--- src/rtl/b64d_pkg.sv ---
// shared types, constants and the character classifier for the base64 decoder
// no dependencies; imported by every module of the decoder
`timescale 1ns / 1ps

package b64d_pkg;

  localparam int unsigned QDEPTH = 4;
  localparam int unsigned QPTR_W = 2;
  localparam int unsigned QCNT_W = 3;

  localparam logic [7:0] CH_PAD   = 8'h3D;  // '='
  localparam logic [7:0] CH_PLUS  = 8'h2B;  // '+'
  localparam logic [7:0] CH_SLASH = 8'h2F;  // '/'
  localparam logic [7:0] CH_SPACE = 8'h20;
  localparam logic [7:0] CH_LF    = 8'h0A;
  localparam logic [7:0] CH_TAB   = 8'h09;
  localparam logic [7:0] CH_CR    = 8'h0D;

  typedef enum logic [1:0] {
    KIND_SKIP   = 2'd0,
    KIND_SEXTET = 2'd1,
    KIND_PAD    = 2'd2,
    KIND_BAD    = 2'd3
  } b64d_kind_e;

  typedef struct packed {
    b64d_kind_e kind;
    logic [5:0] sextet;
  } b64d_class_t;

  // one queue entry: the results caused by one accepted character
  typedef struct packed {
    logic [23:0] word;     // decoded group, first byte in the top bits
    logic [1:0]  num_res;  // beats to emit, 1 to 3
    logic        is_data;  // beats carry bytes
    logic        is_bad;   // single beat reporting a bad character
    logic        eom;      // final beat closes the message
  } b64d_entry_t;

  function automatic b64d_class_t b64d_classify(input logic [7:0] ch);
    b64d_class_t res;
    logic [7:0]  diff;
    res.kind   = KIND_BAD;
    res.sextet = 6'd0;
    diff       = 8'd0;
    if (ch == CH_SPACE || ch == CH_LF || ch == CH_TAB || ch == CH_CR) begin
      res.kind = KIND_SKIP;
    end else if (ch >= 8'h41 && ch <= 8'h5A) begin
      diff       = ch - 8'h41;
      res.kind   = KIND_SEXTET;
      res.sextet = diff[5:0];
    end else if (ch >= 8'h61 && ch <= 8'h7A) begin
      diff       = ch - 8'h61 + 8'd26;
      res.kind   = KIND_SEXTET;
      res.sextet = diff[5:0];
    end else if (ch >= 8'h30 && ch <= 8'h39) begin
      diff       = ch - 8'h30 + 8'd52;
      res.kind   = KIND_SEXTET;
      res.sextet = diff[5:0];
    end else if (ch == CH_PLUS) begin
      res.kind   = KIND_SEXTET;
      res.sextet = 6'd62;
    end else if (ch == CH_SLASH) begin
      res.kind   = KIND_SEXTET;
      res.sextet = 6'd63;
    end else if (ch == CH_PAD) begin
      res.kind   = KIND_PAD;
    end
    return res;
  endfunction

endpackage

--- src/rtl/b64d_front.sv ---
// front end: classifies characters, gathers sextets into groups, builds queue entries
// depends on b64d_pkg
`timescale 1ns / 1ps

module b64d_front (
  input  logic                 clk_i,
  input  logic                 rst_ni,
  input  logic                 accept_i,
  input  logic [7:0]           char_code_i,
  input  logic                 message_end_i,
  output logic                 push_o,
  output b64d_pkg::b64d_entry_t entry_o
);
  import b64d_pkg::*;

  logic [17:0] buf_q, buf_d;
  logic [1:0]  cnt_q, cnt_d;
  logic [1:0]  pad_q, pad_d;
  logic        err_q, err_d;

  b64d_class_t cls;
  logic [1:0]  pad_new;
  logic [1:0]  nbytes;
  logic        has_res;

  assign cls = b64d_classify(char_code_i);

  always_comb begin
    buf_d   = buf_q;
    cnt_d   = cnt_q;
    pad_d   = pad_q;
    err_d   = err_q;
    has_res = 1'b0;
    pad_new = pad_q;
    nbytes  = 2'd0;
    entry_o = '0;
    push_o  = 1'b0;
    if (accept_i) begin
      if (!err_q) begin
        if (cls.kind == KIND_BAD) begin
          has_res         = 1'b1;
          entry_o.is_bad  = 1'b1;
          entry_o.num_res = 2'd1;
          buf_d           = '0;
          cnt_d           = '0;
          pad_d           = '0;
          err_d           = 1'b1;
        end else if (cls.kind != KIND_SKIP) begin
          if (cls.kind == KIND_PAD && pad_q != 2'd3) begin
            pad_new = pad_q + 2'd1;
          end
          pad_d = pad_new;
          if (cnt_q != 2'd3) begin
            buf_d = {buf_q[11:0], cls.sextet};
            cnt_d = cnt_q + 2'd1;
          end else begin
            // fourth sextet closes the group, one byte dropped per pad
            nbytes       = 2'd3 - pad_new;
            entry_o.word = {buf_q, cls.sextet};
            if (nbytes != 2'd0) begin
              has_res         = 1'b1;
              entry_o.is_data = 1'b1;
              entry_o.num_res = nbytes;
            end
            buf_d = '0;
            cnt_d = '0;
            pad_d = '0;
          end
        end
      end
      if (message_end_i) begin
        entry_o.eom = 1'b1;
        if (!has_res) begin
          entry_o.num_res = 2'd1;  // bare end marker
        end
        buf_d = '0;
        cnt_d = '0;
        pad_d = '0;
        err_d = 1'b0;
      end
      push_o = has_res || message_end_i;
    end
  end

  always_ff @(posedge clk_i or negedge rst_ni) begin
    if (!rst_ni) begin
      buf_q <= '0;
      cnt_q <= '0;
      pad_q <= '0;
      err_q <= 1'b0;
    end else begin
      buf_q <= buf_d;
      cnt_q <= cnt_d;
      pad_q <= pad_d;
      err_q <= err_d;
    end
  end

endmodule

--- src/rtl/b64d_queue.sv ---
// short first-word-fall-through queue of decoded entries between front and back
// depends on b64d_pkg
`timescale 1ns / 1ps

module b64d_queue (
  input  logic                  clk_i,
  input  logic                  rst_ni,
  input  logic                  push_i,
  input  b64d_pkg::b64d_entry_t entry_i,
  input  logic                  pop_i,
  output logic                  full_o,
  output logic                  head_valid_o,
  output b64d_pkg::b64d_entry_t head_o
);
  import b64d_pkg::*;

  b64d_entry_t         mem_q [QDEPTH];
  logic [QPTR_W-1:0]   wr_q, wr_d;
  logic [QPTR_W-1:0]   rd_q, rd_d;
  logic [QCNT_W-1:0]   cnt_q, cnt_d;

  assign full_o       = (cnt_q == QCNT_W'(QDEPTH));
  assign head_valid_o = (cnt_q != '0);
  assign head_o       = mem_q[rd_q];

  always_comb begin
    wr_d  = push_i ? wr_q + 1'b1 : wr_q;
    rd_d  = pop_i ? rd_q + 1'b1 : rd_q;
    cnt_d = cnt_q;
    if (push_i && !pop_i) begin
      cnt_d = cnt_q + 1'b1;
    end else if (pop_i && !push_i) begin
      cnt_d = cnt_q - 1'b1;
    end
  end

  always_ff @(posedge clk_i or negedge rst_ni) begin
    if (!rst_ni) begin
      wr_q  <= '0;
      rd_q  <= '0;
      cnt_q <= '0;
    end else begin
      wr_q  <= wr_d;
      rd_q  <= rd_d;
      cnt_q <= cnt_d;
    end
  end

  always_ff @(posedge clk_i) begin
    if (push_i) begin
      mem_q[wr_q] <= entry_i;
    end
  end

  property p_no_overflow;
    @(posedge clk_i) disable iff (!rst_ni) full_o |-> !push_i || pop_i;
  endproperty
  a_no_overflow: assert property (p_no_overflow) else $error("queue overflow");

  property p_no_underflow;
    @(posedge clk_i) disable iff (!rst_ni) pop_i |-> head_valid_o;
  endproperty
  a_no_underflow: assert property (p_no_underflow) else $error("queue underflow");

  property p_count_step;
    @(posedge clk_i) disable iff (!rst_ni)
      (push_i && !pop_i) |=> cnt_q == $past(cnt_q) + 1'b1;
  endproperty
  a_count_step: assert property (p_count_step) else $error("queue count slip");

endmodule

--- src/rtl/b64d_back.sv ---
// back end: expands queue entries into result beats through an output register
// depends on b64d_pkg
`timescale 1ns / 1ps

module b64d_back (
  input  logic                  clk_i,
  input  logic                  rst_ni,
  input  logic                  head_valid_i,
  input  b64d_pkg::b64d_entry_t head_i,
  output logic                  pop_o,
  output logic                  m_tvalid_o,
  input  logic                  m_tready_i,
  output logic [15:0]           m_tdata_o,
  output logic [1:0]            m_tuser_o,
  output logic                  m_tlast_o
);
  import b64d_pkg::*;

  logic [1:0]  idx_q, idx_d;
  logic        vld_q, vld_d;
  logic [7:0]  byte_q, byte_d;
  logic        bval_q, bval_d;
  logic        bad_q, bad_d;
  logic        eom_q, eom_d;
  logic        lir_q, lir_d;

  logic        load;
  logic        last_beat;
  logic [7:0]  sel_byte;

  assign load      = head_valid_i && (!vld_q || m_tready_i);
  assign last_beat = (idx_q == head_i.num_res - 2'd1);
  assign pop_o     = load && last_beat;

  always_comb begin
    unique case (idx_q)
      2'd0:    sel_byte = head_i.word[23:16];
      2'd1:    sel_byte = head_i.word[15:8];
      default: sel_byte = head_i.word[7:0];
    endcase
  end

  always_comb begin
    idx_d  = idx_q;
    vld_d  = vld_q && !m_tready_i;
    byte_d = byte_q;
    bval_d = bval_q;
    bad_d  = bad_q;
    eom_d  = eom_q;
    lir_d  = lir_q;
    if (load) begin
      vld_d  = 1'b1;
      byte_d = head_i.is_data ? sel_byte : 8'd0;
      bval_d = head_i.is_data;
      bad_d  = head_i.is_bad;
      eom_d  = head_i.eom && last_beat;
      lir_d  = last_beat;
      idx_d  = last_beat ? 2'd0 : idx_q + 2'd1;
    end
  end

  always_ff @(posedge clk_i or negedge rst_ni) begin
    if (!rst_ni) begin
      idx_q <= '0;
      vld_q <= 1'b0;
    end else begin
      idx_q <= idx_d;
      vld_q <= vld_d;
    end
  end

  always_ff @(posedge clk_i) begin
    byte_q <= byte_d;
    bval_q <= bval_d;
    bad_q  <= bad_d;
    eom_q  <= eom_d;
    lir_q  <= lir_d;
  end

  assign m_tvalid_o = vld_q;
  assign m_tdata_o  = {7'd0, lir_q, byte_q};
  assign m_tuser_o  = {bad_q, bval_q};
  assign m_tlast_o  = eom_q;

  property p_num_res_nonzero;
    @(posedge clk_i) disable iff (!rst_ni) head_valid_i |-> head_i.num_res != 2'd0;
  endproperty
  a_num_res_nonzero: assert property (p_num_res_nonzero) else $error("empty entry");

  property p_idx_in_range;
    @(posedge clk_i) disable iff (!rst_ni) head_valid_i |-> idx_q < head_i.num_res;
  endproperty
  a_idx_in_range: assert property (p_idx_in_range) else $error("beat index past entry");

endmodule

--- src/rtl/base64_stream_decoder_unit.sv ---
// top level of the streaming base64 decoder: front end, entry queue, back end
// depends on b64d_pkg, b64d_front, b64d_queue, b64d_back
`timescale 1ns / 1ps

// Streaming base64 decoder (standard alphabet). One character is taken per
// input beat, one character per cycle sustained; the accept side stalls only
// when the four-entry queue between the front and back end is full, which
// happens only while the output side is held off. Space, tab, CR and LF are
// skipped; '=' counts as a zero sextet and drops one trailing byte of its
// group. Every fourth sextet emits up to three byte beats, one per cycle from
// the back end unless the output side holds off. An invalid character gives
// one beat with bad_char set, then the rest of the message is ignored. The
// input beat with tlast gives at least one beat, and its final beat carries
// end_of_message (output tlast); a partial group is dropped there. The
// results of an input beat are registered in the queue, then in the output
// register. The last beat caused by one input beat has last_in_run set. No
// clearing pass is needed after reset.
module base64_stream_decoder_unit (
  input  logic        clk_i,
  input  logic        rst_ni,
  input  logic        s_axis_tvalid_i,
  output logic        s_axis_tready_o,
  input  logic [7:0]  s_axis_tdata_i,   // [7:0] char_code
  input  logic        s_axis_tlast_i,   // message_end
  output logic        m_axis_tvalid_o,
  input  logic        m_axis_tready_i,
  output logic [15:0] m_axis_tdata_o,   // [7:0] out_byte, [8] last_in_run, rest zero
  output logic [1:0]  m_axis_tuser_o,   // [0] byte_valid, [1] bad_char
  output logic        m_axis_tlast_o    // end_of_message
);
  import b64d_pkg::*;

  logic        accept;
  logic        push;
  logic        pop;
  logic        full;
  logic        head_valid;
  b64d_entry_t entry;
  b64d_entry_t head;

  // ready depends only on queue occupancy, never on the output side directly
  assign s_axis_tready_o = !full;
  assign accept          = s_axis_tvalid_i && s_axis_tready_o;

  // front end: classify, collect sextets, one entry per result-producing beat
  b64d_front u_front (
    .clk_i         (clk_i),
    .rst_ni        (rst_ni),
    .accept_i      (accept),
    .char_code_i   (s_axis_tdata_i),
    .message_end_i (s_axis_tlast_i),
    .push_o        (push),
    .entry_o       (entry)
  );

  // decouples character intake from beat output
  b64d_queue u_queue (
    .clk_i        (clk_i),
    .rst_ni       (rst_ni),
    .push_i       (push),
    .entry_i      (entry),
    .pop_i        (pop),
    .full_o       (full),
    .head_valid_o (head_valid),
    .head_o       (head)
  );

  // back end: one result beat per cycle into the output register when not stalled
  b64d_back u_back (
    .clk_i        (clk_i),
    .rst_ni       (rst_ni),
    .head_valid_i (head_valid),
    .head_i       (head),
    .pop_o        (pop),
    .m_tvalid_o   (m_axis_tvalid_o),
    .m_tready_i   (m_axis_tready_i),
    .m_tdata_o    (m_axis_tdata_o),
    .m_tuser_o    (m_axis_tuser_o),
    .m_tlast_o    (m_axis_tlast_o)
  );

  // end of message always coincides with the last beat of its run
  property p_eom_is_last;
    @(posedge clk_i) disable iff (!rst_ni)
      m_axis_tvalid_o && m_axis_tlast_o |-> m_axis_tdata_o[8];
  endproperty
  a_eom_is_last: assert property (p_eom_is_last) else $error("eom without run end");

  // a bad-character beat never carries a byte
  property p_bad_no_byte;
    @(posedge clk_i) disable iff (!rst_ni)
      m_axis_tvalid_o |-> !(m_axis_tuser_o[0] && m_axis_tuser_o[1]);
  endproperty
  a_bad_no_byte: assert property (p_bad_no_byte) else $error("bad beat with byte");

  // a message-end beat accepted always lands in the queue
  property p_end_pushes;
    @(posedge clk_i) disable iff (!rst_ni) accept && s_axis_tlast_i |-> push;
  endproperty
  a_end_pushes: assert property (p_end_pushes) else $error("message end lost");

endmodule
--- config.mk ---
export PLATFORM = sky130hd
export DESIGN_NAME = base64_stream_decoder_unit
export DESIGN_NICKNAME = d
export VERILOG_FILES = /design/src/rtl/b64d_pkg.sv /design/src/rtl/b64d_front.sv /design/src/rtl/b64d_queue.sv /design/src/rtl/b64d_back.sv /design/src/rtl/base64_stream_decoder_unit.sv
export SDC_FILE = /design/constraint.sdc
export NUM_CORES = 1
export LEC_CHECK = 0
export ABC_AREA = 1
export BUFFER_PORTS_ARGS = -buffer_cell sky130_fd_sc_hd__buf_2
export CORE_MARGIN = 2
export CORE_UTILIZATION = 30
export DETAILED_ROUTE_END_ITERATION = 8
export PLACE_DENSITY_LB_ADDON = 0.2
export SYNTH_ARGS = -nofsm -noshare
export SYNTH_HDL_FRONTEND = slang
export SYNTH_SLANG_ARGS = --single-unit
--- constraint.sdc ---
create_clock -name clk_i -period 3 [get_ports clk_i]
set_clock_uncertainty 0.05 [all_clocks]
set_input_delay 0.3 -clock clk_i [delete_from_list [all_inputs] [get_ports clk_i]]
set_output_delay 0.3 -clock clk_i [all_outputs]
set_load 0.05 [all_outputs]
==> run metrics <==
worst slack, placed=approximately 0.025 ns; worst min path class=in2reg; Worst-Skew Late Latency=0.41 ns; minimum clock period=around 2.7 ns; list of most frequent post-synthesis cells=128 x edfxtp_1, 106 x nand2_1, 78 x nor2_1; final hold slack=~0.095 ns; Slowest Stage Delay on Critical Path=about 0.45 ns; Seq pwr share=a little under two fifths; synthesized area per cell=about 11 µm²; fin cells=between 1000 and 1500; row count=58; initial antenna violation count=0; drt pass-1 iters=4; num ports=34; Die Ht=165.0 µm; Post-CTS Resized=0; Synth Instances=between 700 and 800; CP Class=reg2reg; Synth top area share=49.44%; cts hold-fix bufs=1; Clock Sinks=roughly 160; area occupied by multi-input gates=about 2600 µm²; post-synth top area cell=edfxtp_1; crit path max fanout=10; Worst Path Buf+Inv=3; CTS tree=done; EDFF count, synth=128; Inst Count DP=roughly 1100; initial core utilization=30.70%; Critical Path, Cell by Cell=inv_1 > nand2_1 > nand3_1 > nand2_1 > nand2_1 > a21o_1 > nand2_1 > nor2_1 > inv_1 > ha_1 > inv_1 > fa_1 > mux2_2; fmax=roughly 0.38 GHz; fin nets=807; RSZ-0062 raised after global routing=no; Setup Total Neg Slack=0 ns; CTS clk-pin slew, worst paths=0.06 ns; ANT nets after route=0; startpoint types=flop; Max-slew headroom=~44%; postcts setup bufs=0; pin count of the biggest net entering global routing=34; Crit. End Element=flop; Internal=just under 5 mW; via count=5124; layout cell share with drive strength beyond 1=a little over 20%; final setup margin=0.3425 ns; WL/cell=15.39 µm; status=finished, final reports clean; CP arrival=2.91 ns; Final setup viols=0; Post-synth ARST share=20.50%; Switching Share=38.60%; die area=about 27000 µm²; Routability Congestion=0.8295; vias in the first global route=between 4000 and 5000; htree depth=4; Final Max Tran Viols=0; grt ovf=0; Seq/Total Area, Yosys=between 60 and 70%; most frequent cell after synthesis=edfxtp_1; PD cells=899.5 nW/µm²; Worst path top cell family by delay=simple AND/OR/NAND/NOR gates; first-pass GRT wire length=approximately 27000 µm; post-synth cell types=38; Slowest-stage cell, CP=dfrtp_2; Post-DP HPWL=11330 µm; area of the core=between 20000 and 30000 µm²; combinational share of power=37.1%; Ys Warns=0; Mapped Area=7775 µm²; port bufs=26; TritonCTS Buffers=17; worst slew pin tran=around 0.84 ns; die width=~160 µm; Main synth FF type=edfxtp_1; vias per cell=~4.6; area taken by flip-flops and latches=4671 µm²; gr usage total=~13%; Synth Register Bits=around 160; maximum VDD drop=~0.52 mV; worst-case reg-to-reg path depth=13; ANT cells=0; synthesis-to-finish area growth=15.69%; Synth area leaders=edfxtp_1 49%, dfrtp_1 11%, nand2_1 5.1%; leakage power=approximately 3.5 nW; DRC viols=0; fin crit share=88.58%; max-cap viol count=0; Worst Path Required=around 3.3 ns; final hold viol count=0; Clock Path Buffers=2; Final Power=8.091 mW; Switch Pwr=3.124 mW; Iter 0 DRT Violations=between 200 and 300; most frequent cell on the critical path=nand2_1; hold path depth=4; Clk network pwr share=between 20% and 30%; Routed WL=17200 µm; clock root buffer=clkbuf_16; Filler Cells Inserted=2544; Crit. path cell count=13
==> worst reg2reg max path: stages (launching register included) <==
cell and delay, ns:
dfrtp_2 0.45, inv_1 0.26, nand2_1 0.10, nand3_1 0.13, nand2_1 0.06, nand2_1 0.07
a21o_1 0.10, nand2_1 0.06, nor2_1 0.24, inv_1 0.09, ha_1 0.18, inv_1 0.09
fa_1 0.39, mux2_2 0.26
==> worst paths after layout <==
check                                 start           endpoint  slack [ns]
setup / recovery            u_queue.rd_q[0]   u_queue.cnt_q[1]        0.34
hold / removal              m_axis_tready_i  u_back.m_tvalid_o         0.1
setup reg to reg            u_queue.rd_q[0]   u_queue.cnt_q[1]        0.34
hold reg to reg            u_front.cnt_q[1]   u_front.cnt_q[1]        0.45
max in group asynchronous            rst_ni    u_queue.rd_q[0]        1.85
min in group asynchronous            rst_ni    u_back.idx_q[1]        0.47
==> cells by family after synthesis <==
group                      synth area share (%)
buffers and inverters                     6.952
adders and majority gates                 3.154
xor gates and xnor gates                  1.239
other                                   0.04823
and+or+nand+nor                           18.52
muxes                                    0.1448
DFF                                       60.06
AOI/OAI and AO/OA                         9.881
==> registers in the layout, summed over array words and instances (netlist names) <==
name,cells
u_front.buf_q,18
u_back.bval_q,1
u_back.idx_q,2
u_back.byte_q,8
u_front.pad_q,2
u_front.err_q,1
u_back.lir_q,1
u_back.bad_q,1
u_queue.cnt_q,3
u_back.m_tvalid_o,1
u_front.cnt_q,2
u_back.m_tlast_o,1
u_queue.wr_q,2
u_queue.mem_q,116
u_queue.rd_q,2
==> layout by cell type, fill, tap and decap left out, drive strengths merged, types with 7 or more instances in the layout <==
cell | Yosys | layout
edfxtp | 128 | 128
nand2 | 121 | 121
nor2 | 89 | 89
inv | 73 | 79
o21ai | 65 | 65
buf | 26 | 65
nand3 | 52 | 52
o22ai | 46 | 46
dfrtp | 33 | 33
nor3 | 20 | 20
ha | 18 | 18
clkbuf | 14 | 18
a21oi | 11 | 11
nand4 | 8 | 8
xor2 | 7 | 7
conb | 1 | 7
==> final cells by class <==
type | count | area share (%)
Inverter | 74 | 3.116
Clock buffer | 18 | 4.771
Sequential cell | 161 | 51.93
Timing Repair Buffer | 66 | 5.369
Tap cell | 330 | 4.590
Multi-Input combinational cell | 455 | 28.81
Clock inverter | 14 | 1.419
==> metrics by stage <==
stage                     utilization [%]  cell area, µm²
after floorplan                         -            7797
after global routing                35.52            8995
after global placement              33.28            8428
after detailed placement            33.28            8428
final                               35.52            8995
after CTS                           35.52            8995
==> power groups by stage <==
stage          Combinational (mW)  Sequential, mW  Clock (mW)
6_report                     3.00            3.03        2.05
5_1_grt                      3.34            3.08        2.19
4_1_cts                      3.06            3.04        2.10
3_5_place_dp                 3.05            3.08           0
3_3_place_gp                 3.05            3.08           0
2_1_floorplan                1.92            3.28           0
==> layer usage <==
| metal | track usage, % | up-vias | share of wire (%) |
|---|---|---|---|
| met5 | 0 | - | 0 |
| met4 | 3.320 | 0 | 0.49 |
| met1 | 18.40 | 2442 | 49 |
| met2 | 21.40 | 93 | 47 |
| li1 | - | 2585 | - |
| met3 | 3.039 | 4 | 3.4 |
(Power assumes the default switching activity.)
